<file path="src/rtl/core/ictf_pkg.sv">
// Shared types, constants and helpers for the complementary tilt filter.
package ictf_pkg;

    localparam int EST_W     = 26;   // estimate width, 2^-16 degree units
    localparam int ANG_W     = 27;   // CORDIC angle accumulator width
    localparam int CV_W      = 28;   // CORDIC vector component width
    localparam int SUM_W     = 46;   // blend accumulator width
    localparam int ATAN_LEN  = 24;   // entries in the arctangent table

    localparam logic [1:0] REG_BLEND_WEIGHT = 2'd0;
    localparam logic [1:0] REG_GYRO_STEP    = 2'd1;

    localparam logic [16:0] BLEND_RESET = 17'd64225;
    localparam logic [15:0] STEP_RESET  = 16'd2561;
    localparam logic [16:0] WEIGHT_ONE  = 17'd65536;

    localparam logic signed [ANG_W-1:0] HALF_TURN = 27'sd11796480;

    // atan(2^-i) in 2^-16 degree units, rounded to nearest
    function automatic logic [21:0] atan_entry(input logic [4:0] idx);
        logic [21:0] v;
        case (idx)
            5'd0:  v = 22'd2949120;
            5'd1:  v = 22'd1740967;
            5'd2:  v = 22'd919879;
            5'd3:  v = 22'd466945;
            5'd4:  v = 22'd234379;
            5'd5:  v = 22'd117304;
            5'd6:  v = 22'd58666;
            5'd7:  v = 22'd29335;
            5'd8:  v = 22'd14668;
            5'd9:  v = 22'd7334;
            5'd10: v = 22'd3667;
            5'd11: v = 22'd1833;
            5'd12: v = 22'd917;
            5'd13: v = 22'd458;
            5'd14: v = 22'd229;
            5'd15: v = 22'd115;
            5'd16: v = 22'd57;
            5'd17: v = 22'd29;
            5'd18: v = 22'd14;
            5'd19: v = 22'd7;
            5'd20: v = 22'd4;
            5'd21: v = 22'd2;
            5'd22: v = 22'd1;
            default: v = 22'd0;
        endcase
        return v;
    endfunction

    // saturate a wide signed value to the estimate range
    function automatic logic signed [EST_W-1:0] sat_est(input logic signed [SUM_W-1:0] v);
        logic signed [SUM_W-1:0] hi;
        logic signed [SUM_W-1:0] lo;
        hi = SUM_W'(33554431);
        lo = -SUM_W'(33554432);
        if (v > hi) begin
            return EST_W'(33554431);
        end else if (v < lo) begin
            return EST_W'(-33554432);
        end
        return v[EST_W-1:0];
    endfunction

endpackage

</file>
<file path="src/rtl/core/ictf_isqrt.sv">
// Iterative integer square root, two radicand bits per pass, one pass per cycle.
module ictf_isqrt
    import ictf_pkg::*;
(
    input  logic        aclk,
    input  logic        aresetn,
    input  logic        start,
    input  logic [31:0] radicand,
    output logic [15:0] root,
    output logic        done
);

    logic [31:0] n_reg, n_next;
    logic [31:0] res_reg, res_next;
    logic [31:0] bit_reg, bit_next;
    logic        busy_reg, busy_next;
    logic        done_reg, done_next;
    logic [32:0] trial;

    assign trial = {1'b0, res_reg} + {1'b0, bit_reg};

    always_comb begin
        n_next    = n_reg;
        res_next  = res_reg;
        bit_next  = bit_reg;
        busy_next = busy_reg;
        done_next = 1'b0;
        if (start) begin
            n_next    = radicand;
            res_next  = '0;
            bit_next  = 32'h4000_0000;
            busy_next = 1'b1;
        end else if (busy_reg) begin
            if ({1'b0, n_reg} >= trial) begin
                n_next   = n_reg - trial[31:0];
                res_next = (res_reg >> 1) + bit_reg;
            end else begin
                res_next = res_reg >> 1;
            end
            bit_next = bit_reg >> 2;
            if (bit_reg == 32'd1) begin
                busy_next = 1'b0;
                done_next = 1'b1;
            end
        end
    end

    always_ff @(posedge aclk) begin
        n_reg   <= n_next;
        res_reg <= res_next;
        bit_reg <= bit_next;
        if (!aresetn) begin
            busy_reg <= 1'b0;
            done_reg <= 1'b0;
        end else begin
            busy_reg <= busy_next;
            done_reg <= done_next;
        end
    end

    assign root = res_reg[15:0];
    assign done = done_reg;

endmodule

</file>
<file path="src/rtl/core/ictf_cordic.sv">
// Vectoring CORDIC atan2, one rotation step per cycle.
module ictf_cordic
    import ictf_pkg::*;
#(
    parameter int STEPS = 16
)
(
    input  logic                    aclk,
    input  logic                    aresetn,
    input  logic                    start,
    input  logic signed [16:0]      y_in,
    input  logic signed [16:0]      x_in,
    output logic signed [ANG_W-1:0] angle,
    output logic                    done
);

    localparam int NUM = (STEPS > ATAN_LEN) ? ATAN_LEN : STEPS;

    logic signed [CV_W-1:0]  x_reg, x_next;
    logic signed [CV_W-1:0]  y_reg, y_next;
    logic signed [ANG_W-1:0] z_reg, z_next;
    logic [4:0]              cnt_reg, cnt_next;
    logic                    busy_reg, busy_next;
    logic                    done_reg, done_next;
    logic signed [CV_W-1:0]  xs, ys, x0, y0;
    logic signed [ANG_W-1:0] step_ang;

    assign xs       = x_reg >>> cnt_reg;
    assign ys       = y_reg >>> cnt_reg;
    assign step_ang = ANG_W'($signed({1'b0, atan_entry(cnt_reg)}));
    assign x0       = CV_W'(x_in) <<< 8;
    assign y0       = CV_W'(y_in) <<< 8;

    always_comb begin
        x_next    = x_reg;
        y_next    = y_reg;
        z_next    = z_reg;
        cnt_next  = cnt_reg;
        busy_next = busy_reg;
        done_next = 1'b0;
        if (start) begin
            cnt_next = '0;
            if (x_in == '0 && y_in == '0) begin
                z_next    = '0;
                done_next = 1'b1;
            end else if (x_in < 0) begin
                x_next    = -x0;
                y_next    = -y0;
                z_next    = (y_in > 0) ? HALF_TURN : -HALF_TURN;
                busy_next = 1'b1;
            end else begin
                x_next    = x0;
                y_next    = y0;
                z_next    = '0;
                busy_next = 1'b1;
            end
        end else if (busy_reg) begin
            if (y_reg > 0) begin
                x_next = x_reg + ys;
                y_next = y_reg - xs;
                z_next = z_reg + step_ang;
            end else begin
                x_next = x_reg - ys;
                y_next = y_reg + xs;
                z_next = z_reg - step_ang;
            end
            cnt_next = cnt_reg + 5'd1;
            if (cnt_reg == 5'(NUM - 1)) begin
                busy_next = 1'b0;
                done_next = 1'b1;
            end
        end
    end

    always_ff @(posedge aclk) begin
        x_reg   <= x_next;
        y_reg   <= y_next;
        z_reg   <= z_next;
        cnt_reg <= cnt_next;
        if (!aresetn) begin
            busy_reg <= 1'b0;
            done_reg <= 1'b0;
        end else begin
            busy_reg <= busy_next;
            done_reg <= done_next;
        end
    end

    assign angle = z_reg;
    assign done  = done_reg;

endmodule

</file>
<file path="src/rtl/core/imu_complementary_tilt_filter.sv">
// Top level of the complementary pitch/roll tilt filter.
// Each transfer on the s_ channel carries one raw sample set (three
// accelerometer axes, two gyro axes). The block derives accelerometer pitch
// and roll with atan2 (integer square root plus a vectoring CORDIC), blends
// each with the gyro-integrated previous estimate and delivers both filtered
// angles, in 1/128 degree, as one transfer on the m_ channel. Per sample the
// sequencer runs the accept step, the two squares, the 16-pass square root,
// the two CORDIC runs on one shared rotator, the blend of both axes on one
// shared 27x18 multiplier and the output load. s_ready is high only while the
// sequencer is idle; a finished result waits in the output register and does
// not block acceptance of the next sample, though that sample's result holds
// in ST_OUT until the register frees. Write cfg_ registers only while idle.
module imu_complementary_tilt_filter
    import ictf_pkg::*;
#(
    parameter int CORDIC_STEPS = 16
)
(
    input  logic               aclk,
    input  logic               aresetn,
    input  logic               s_valid,
    output logic               s_ready,
    input  logic signed [15:0] s_accel_x,
    input  logic signed [15:0] s_accel_y,
    input  logic signed [15:0] s_accel_z,
    input  logic signed [15:0] s_gyro_x,
    input  logic signed [15:0] s_gyro_y,
    output logic               m_valid,
    input  logic               m_ready,
    output logic signed [16:0] m_pitch_angle,
    output logic signed [16:0] m_roll_angle,
    input  logic               cfg_valid,
    output logic               cfg_ready,
    input  logic [1:0]         cfg_index,
    input  logic [16:0]        cfg_data
);

    typedef enum logic [3:0] {
        ST_IDLE, ST_SQX, ST_SQZ, ST_ROOT_GO, ST_ROOT_WAIT,
        ST_PCOR_GO, ST_PCOR_WAIT, ST_RCOR_GO, ST_RCOR_WAIT,
        ST_GYRO, ST_PRED, ST_MULA, ST_MULB, ST_SUM, ST_CLAMP, ST_OUT
    } state_t;

    state_t state_reg;

    // configuration registers
    logic [16:0] blend_reg;
    logic [15:0] step_reg;

    // latched sample and working values
    logic signed [15:0] ax_reg, ay_reg, az_reg, gx_reg, gy_reg;
    logic [15:0]              mag_reg;
    logic [31:0]              sq_reg;
    logic signed [ANG_W-1:0]  pacc_reg, racc_reg;
    logic signed [EST_W-1:0]  pest_reg, rest_reg;
    logic signed [EST_W-1:0]  pred_reg;
    logic signed [44:0]       prod_reg;
    logic signed [SUM_W-1:0]  sum_reg;
    logic                     axis_reg;   // 0 pitch, 1 roll
    logic                     mvalid_reg;
    logic signed [16:0]       mpitch_reg, mroll_reg;

    // shared multiplier
    logic signed [26:0] mul_a;
    logic signed [17:0] mul_b;
    logic signed [44:0] mul_p;

    logic [16:0]             weight;
    logic [16:0]             weight_inv;
    logic signed [15:0]      gyro_sel;
    logic signed [EST_W-1:0] old_sel;
    logic signed [ANG_W-1:0] acc_sel;
    logic signed [SUM_W-1:0] pred_wide;

    // submodule hookup
    logic               root_start, root_done;
    logic [15:0]        root_val;
    logic [31:0]        radicand;
    logic               cor_start, cor_done;
    logic signed [16:0] cor_y, cor_x;
    logic signed [ANG_W-1:0] cor_angle;

    // clamp alpha to one; 1 - alpha fits 17 bits
    assign weight     = (blend_reg > WEIGHT_ONE) ? WEIGHT_ONE : blend_reg;
    assign weight_inv = WEIGHT_ONE - weight;

    assign gyro_sel = axis_reg ? gy_reg : gx_reg;
    assign old_sel  = axis_reg ? rest_reg : pest_reg;
    assign acc_sel  = axis_reg ? racc_reg : pacc_reg;

    // operand select for the shared multiplier
    always_comb begin
        case (state_reg)
            ST_SQX: begin
                mul_a = 27'(ax_reg);
                mul_b = 18'(ax_reg);
            end
            ST_SQZ: begin
                mul_a = 27'(az_reg);
                mul_b = 18'(az_reg);
            end
            ST_GYRO: begin
                mul_a = 27'(gyro_sel);
                mul_b = $signed({2'b00, step_reg});
            end
            ST_MULA: begin
                mul_a = 27'(pred_reg);
                mul_b = $signed({1'b0, weight});
            end
            ST_MULB: begin
                mul_a = acc_sel;
                mul_b = $signed({1'b0, weight_inv});
            end
            default: begin
                mul_a = '0;
                mul_b = '0;
            end
        endcase
    end

    assign mul_p = 45'(mul_a) * 45'(mul_b);

    // old estimate plus rounded gyro increment
    assign pred_wide = SUM_W'(old_sel) + ((SUM_W'(prod_reg) + SUM_W'(128)) >>> 8);

    assign radicand   = sq_reg + prod_reg[31:0];
    assign root_start = (state_reg == ST_ROOT_GO);
    assign cor_start  = (state_reg == ST_PCOR_GO) || (state_reg == ST_RCOR_GO);

    // pitch: atan2(ay, mag); roll: atan2(-ax, az)
    always_comb begin
        if (state_reg == ST_RCOR_GO) begin
            cor_y = -17'(ax_reg);
            cor_x = 17'(az_reg);
        end else begin
            cor_y = 17'(ay_reg);
            cor_x = $signed({1'b0, mag_reg});
        end
    end

    ictf_isqrt u_isqrt (
        .aclk     (aclk),
        .aresetn  (aresetn),
        .start    (root_start),
        .radicand (radicand),
        .root     (root_val),
        .done     (root_done)
    );

    ictf_cordic #(
        .STEPS (CORDIC_STEPS)
    ) u_cordic (
        .aclk    (aclk),
        .aresetn (aresetn),
        .start   (cor_start),
        .y_in    (cor_y),
        .x_in    (cor_x),
        .angle   (cor_angle),
        .done    (cor_done)
    );

    assign s_ready   = (state_reg == ST_IDLE);
    assign cfg_ready = 1'b1;

    // sequencer, working registers and output register
    always_ff @(posedge aclk) begin
        if (!aresetn) begin
            state_reg  <= ST_IDLE;
            blend_reg  <= BLEND_RESET;
            step_reg   <= STEP_RESET;
            pest_reg   <= '0;
            rest_reg   <= '0;
            axis_reg   <= 1'b0;
            mvalid_reg <= 1'b0;
        end else begin
            // register writes; unknown indexes drop
            if (cfg_valid) begin
                case (cfg_index)
                    REG_BLEND_WEIGHT: blend_reg <= cfg_data;
                    REG_GYRO_STEP:    step_reg  <= cfg_data[15:0];
                    default: ;
                endcase
            end
            // load a new result when the register frees up, else drop it on transfer
            if (state_reg == ST_OUT && (!mvalid_reg || m_ready)) begin
                mvalid_reg <= 1'b1;
            end else if (m_ready) begin
                mvalid_reg <= 1'b0;
            end
            case (state_reg)
                ST_IDLE: begin
                    if (s_valid) begin
                        ax_reg    <= s_accel_x;
                        ay_reg    <= s_accel_y;
                        az_reg    <= s_accel_z;
                        gx_reg    <= s_gyro_x;
                        gy_reg    <= s_gyro_y;
                        state_reg <= ST_SQX;
                    end
                end
                ST_SQX: begin
                    prod_reg  <= mul_p;
                    state_reg <= ST_SQZ;
                end
                ST_SQZ: begin
                    sq_reg    <= prod_reg[31:0];
                    prod_reg  <= mul_p;
                    state_reg <= ST_ROOT_GO;
                end
                ST_ROOT_GO: begin
                    state_reg <= ST_ROOT_WAIT;
                end
                ST_ROOT_WAIT: begin
                    if (root_done) begin
                        mag_reg   <= root_val;
                        state_reg <= ST_PCOR_GO;
                    end
                end
                ST_PCOR_GO: begin
                    state_reg <= ST_PCOR_WAIT;
                end
                ST_PCOR_WAIT: begin
                    if (cor_done) begin
                        pacc_reg  <= cor_angle;
                        state_reg <= ST_RCOR_GO;
                    end
                end
                ST_RCOR_GO: begin
                    state_reg <= ST_RCOR_WAIT;
                end
                ST_RCOR_WAIT: begin
                    if (cor_done) begin
                        racc_reg  <= cor_angle;
                        axis_reg  <= 1'b0;
                        state_reg <= ST_GYRO;
                    end
                end
                ST_GYRO: begin
                    prod_reg  <= mul_p;
                    state_reg <= ST_PRED;
                end
                ST_PRED: begin
                    pred_reg  <= sat_est(pred_wide);
                    state_reg <= ST_MULA;
                end
                ST_MULA: begin
                    prod_reg  <= mul_p;
                    state_reg <= ST_MULB;
                end
                ST_MULB: begin
                    // start the sum with the rounding half
                    sum_reg   <= SUM_W'(prod_reg) + SUM_W'(32768);
                    prod_reg  <= mul_p;
                    state_reg <= ST_SUM;
                end
                ST_SUM: begin
                    sum_reg   <= sum_reg + SUM_W'(prod_reg);
                    state_reg <= ST_CLAMP;
                end
                ST_CLAMP: begin
                    if (axis_reg) begin
                        rest_reg  <= sat_est(sum_reg >>> 16);
                        state_reg <= ST_OUT;
                    end else begin
                        pest_reg  <= sat_est(sum_reg >>> 16);
                        axis_reg  <= 1'b1;
                        state_reg <= ST_GYRO;
                    end
                end
                ST_OUT: begin
                    // hold until the output register is free
                    if (!mvalid_reg || m_ready) begin
                        mpitch_reg <= pest_reg[EST_W-1:9];
                        mroll_reg  <= rest_reg[EST_W-1:9];
                        state_reg  <= ST_IDLE;
                    end
                end
                default: begin
                    state_reg <= ST_IDLE;
                end
            endcase
        end
    end

    assign m_valid       = mvalid_reg;
    assign m_pitch_angle = mpitch_reg;
    assign m_roll_angle  = mroll_reg;

endmodule
</file>
<file path="config.mk">
export PLATFORM = sky130hd
export DESIGN_NAME = imu_complementary_tilt_filter
export DESIGN_NICKNAME = d
export VERILOG_FILES = /design/src/rtl/core/ictf_pkg.sv /design/src/rtl/core/ictf_isqrt.sv /design/src/rtl/core/ictf_cordic.sv /design/src/rtl/core/imu_complementary_tilt_filter.sv
export SDC_FILE = /design/constraint.sdc
export NUM_CORES = 2
export LEC_CHECK = 0
export ABC_CLOCK_PERIOD_IN_PS = 11470
export BUFFER_PORTS_ARGS = -buffer_cell sky130_fd_sc_hd__buf_2
export CAP_MARGIN = 20
export CORE_MARGIN = 2
export CORE_UTILIZATION = 43
export CTS_BUF_LIST = sky130_fd_sc_hd__clkbuf_2 sky130_fd_sc_hd__clkbuf_4 sky130_fd_sc_hd__clkbuf_8
export CTS_CLUSTER_DIAMETER = 60
export DETAILED_ROUTE_END_ITERATION = 12
export MAX_ROUTING_LAYER = met4
export SETUP_SLACK_MARGIN = 0.5
export SYNTH_ARGS = -nofsm -noshare
export SYNTH_HDL_FRONTEND = slang
export SYNTH_SLANG_ARGS = --single-unit
</file>
<file path="constraint.sdc">
create_clock -name aclk -period 11.47 [get_ports aclk]
set_input_delay 0.5735 -clock aclk [delete_from_list [all_inputs] [get_ports aclk]]
set_output_delay 0.5735 -clock aclk [all_outputs]
set_load 0.02 [all_outputs]
</file>
==> results.tsv <==
metric	value	unit
cts_num_sinks	618	
crit_top_cell	fa_1	
p_seq_share	23.5	%
synth_cell_types	101	
fin_util	47.71	%
reg2reg_slack	1.36	ns
routed_wirelength	181200	um
drive_gt1_share	9.363	%
fin_cells	8806	
cp.required	12.04	ns
syn_to_final_growth	9.880	%
grt_max_degree	92	
period_share	88.18	%
layout_setup_ws	1.356	ns
yosysSeqAreaShare	27.39	%
finalCriticalPeriod	10.11	ns
die-area	0.1462	mm2
whs_path_depth	3	
crit_type	flop to flop	
place_ws	1.588	ns
gp_congestion	0.9691	
post_cts_resized	0	
fin_skew	0.06027	ns
cts_tree	built	
start_util	43.42	%
grt-ovfl-total	0	
power_frac_clock	16.0	%
first_pass_iters	8	
fillers	13470	
io_pins	141	
fp.dieW	382.3	um
switchingPower	6.711	mW
intPower	7.950	mW
wl_per_cell	20.58	um
largest_reg_flops	46	
sw_frac_of_total	45.77	%
min_from	cfg_data[15]	
ff2ff_path_depth	27	
fin_setup_tns	0	ns
cts_root_buffer	clkbuf_8	
p_leak	29.39	nW
insertion_delay	0.89	ns
fin_area	0.06763	mm2
clkTransAtPathRegs	0.06	ns
vias	49850	
worstHoldEndpoint	step_reg[15]	
dpl_cell_area	0.06410	mm2
setup_violations	0	
worstPathArrival	10.69	ns
io_buffer_count	139	
antenna_found_initial	5	
synthCells	6674	
hold_buffers	94	
rsz0062_at_grt	no	
h-tree-depth	3	
maxCapViolCount	0	
r2r-start	blend_reg[16]	
critPathSlowestCell	dfxtp_1	
synth_top_flop_cell	edfxtp_1	
die_h	382.3	um
ant_nets	0	
drc_errors	0	
drt_iter0_markers	4229	
coreArea	0.1418	mm2
grt_use_total	25.32	%
tightestPinTransition	1.138	ns
yosys_warnings	0	
grt_pass1_wl	282500	um
relSlewSlack	22.15	%
cp_max_fo	15	
syn_area_per_cell	9.222	um2
cts_setup_buffers	0	
dpl.hpwl	138800	um
synth_edf_count	448	
p_per_area	216.8	mW/mm2
synth_area	0.06155	mm2
finalHoldViolations	0	
grt_pass1_vias	48950	
hold_path_class	primary input to flop	
num_rows	138	
ir_worst_vdd	237.9	uV
p_comb_share	60.5	%
cts_buffer_depth	3	
placed_cells	8489	
crit_path_end_kind	flop	
cts_buffers	114	
ys_ff_latch	618	
slew_viol_final	0	
fmaxAchievable	98.87	MHz
ys_async_sr_fraction	0	%
max_stage_delay	0.82	ns
via_per_inst	5.660	
num-nets-final	7785	
status	finished clean	
start_kind	flop	
timing.rr.end	prod_reg[43]	
==> layout by cell type (no fill, tap or decap), drive strengths merged, types with 82 or more instances in the layout <==
cell type and instances:
fa 481, nor2 457, o21ai 316, xor2 193, dfxtp 170, buf 219, a21oi 429, dlygate4sd3 94
edfxtp 448, inv 709, clkbuf 165, xnor2 273, a21o 132, and2 82, nand3 104, mux2i 105
nor3 100, nand2 868, ha 389
==> power groups by stage <==
| stage | sequential, mW | combinational (mW) | clock, mW |
|---|---|---|---|
| floorplan | 3.23 | 6.94 | 0 |
| global placement | 3.48 | 8.66 | 0 |
| detailed placement | 3.48 | 8.76 | 0 |
| CTS | 3.44 | 8.84 | 2.41 |
| global route | 3.48 | 9.95 | 2.51 |
| finish | 3.44 | 8.87 | 2.35 |
==> cells in the mapped netlist (18+ instances only) <==
cell,number,area share [%]
nor4_1,34,0.35
edfxtp_1,448,22
xnor2_1,273,3.9
nand4_1,56,0.57
nand3_1,104,0.85
clkbuf_1,255,1.6
a22oi_1,18,0.22
mux2_2,68,1.2
mux4_2,62,2.3
buf_1,20,0.12
a21boi_0,36,0.44
and2_1,77,0.78
dfxtp_1,170,5.5
a211oi_1,48,0.59
o21a_1,45,0.55
o211a_1,59,0.96
o21bai_1,55,0.67
o22ai_1,29,0.29
a31oi_1,75,0.76
nor2_1,456,2.8
a21o_1,131,1.6
or2_2,18,0.18
inv_1,701,4.3
xor2_1,193,2.7
mux2i_1,105,1.7
o31ai_1,46,0.56
and3_1,46,0.47
nand2_1,867,5.3
o21ai_0,306,2.5
fa_1,481,16
nand2b_1,45,0.46
ha_1,389,7.9
o211ai_1,30,0.37
or3_1,28,0.28
nor3_1,100,0.81
a21oi_1,428,3.5
nor2b_1,79,0.80
==> critical path: cells and delay by family (launching register included) <==
family	cells	cell delay (ns)
compound gates	13	4.31
fa+ha+maj	8	3.88
flops	1	0.82
simple gates	2	0.37
buf+inv	3	0.30
xor+xnor	1	0.11
==> metrics by stage <==
step / power (mW) / hold WS [ns]
after floorplan: 10.17 / 0.4239
after global placement: 12.13 / 0.4428
after detailed placement: 12.24 / 0.4450
after CTS: 14.69 / 0.01345
after global routing: 15.93 / 0.06364
final: 14.66 / 0.07644
==> cell type report <==
type                       instances  area [um2]  share of cell area (%)
multi-input combinational       5061       40940                   60.54
sequential                       618       16870                   24.95
inverter                         703        2639                   3.902
tap                             1890        2365                   3.497
timing repair buffer             313        2265                   3.349
clock buffer                     165        2052                   3.034
clock inverter                    50       480.5                  0.7105
antenna                            6       15.01                 0.02220
==> cell families after synthesis <==
kind of cell | share of synthesized area [%]
AOI/OAI and AO/OA | 15.58
xor gates and xnor gates | 6.632
adders and majority gates | 23.55
buffers and inverters | 6.451
DFF | 27.39
muxes | 5.861
other | 0.01220
and+or+nand+nor | 14.52
==> routing by layer <==
metal	vias to the layer above	track usage (%)	part of all wire, %
met5	-	-	0
met4	0	10.01	4.0
met1	24490	33.02	43
met3	323	3.002	6.1
li1	23440	-	-
met2	1589	40.25	47
==> how the worst max path moves through the flow <==
stage	start	to	slack [ns]	cells after the start
global placement	blend_reg[16]	prod_reg[43]	1.60	27
CTS	blend_reg[16]	prod_reg[43]	1.50	27
detailed placement	blend_reg[16]	prod_reg[43]	1.59	27
finish	blend_reg[16]	prod_reg[43]	1.36	27
global route	blend_reg[16]	prod_reg[41]	0.94	27
floorplan	blend_reg[2]	prod_reg[40]	2.58	34
No activity file was read; power rests on OpenSTA's default activity.
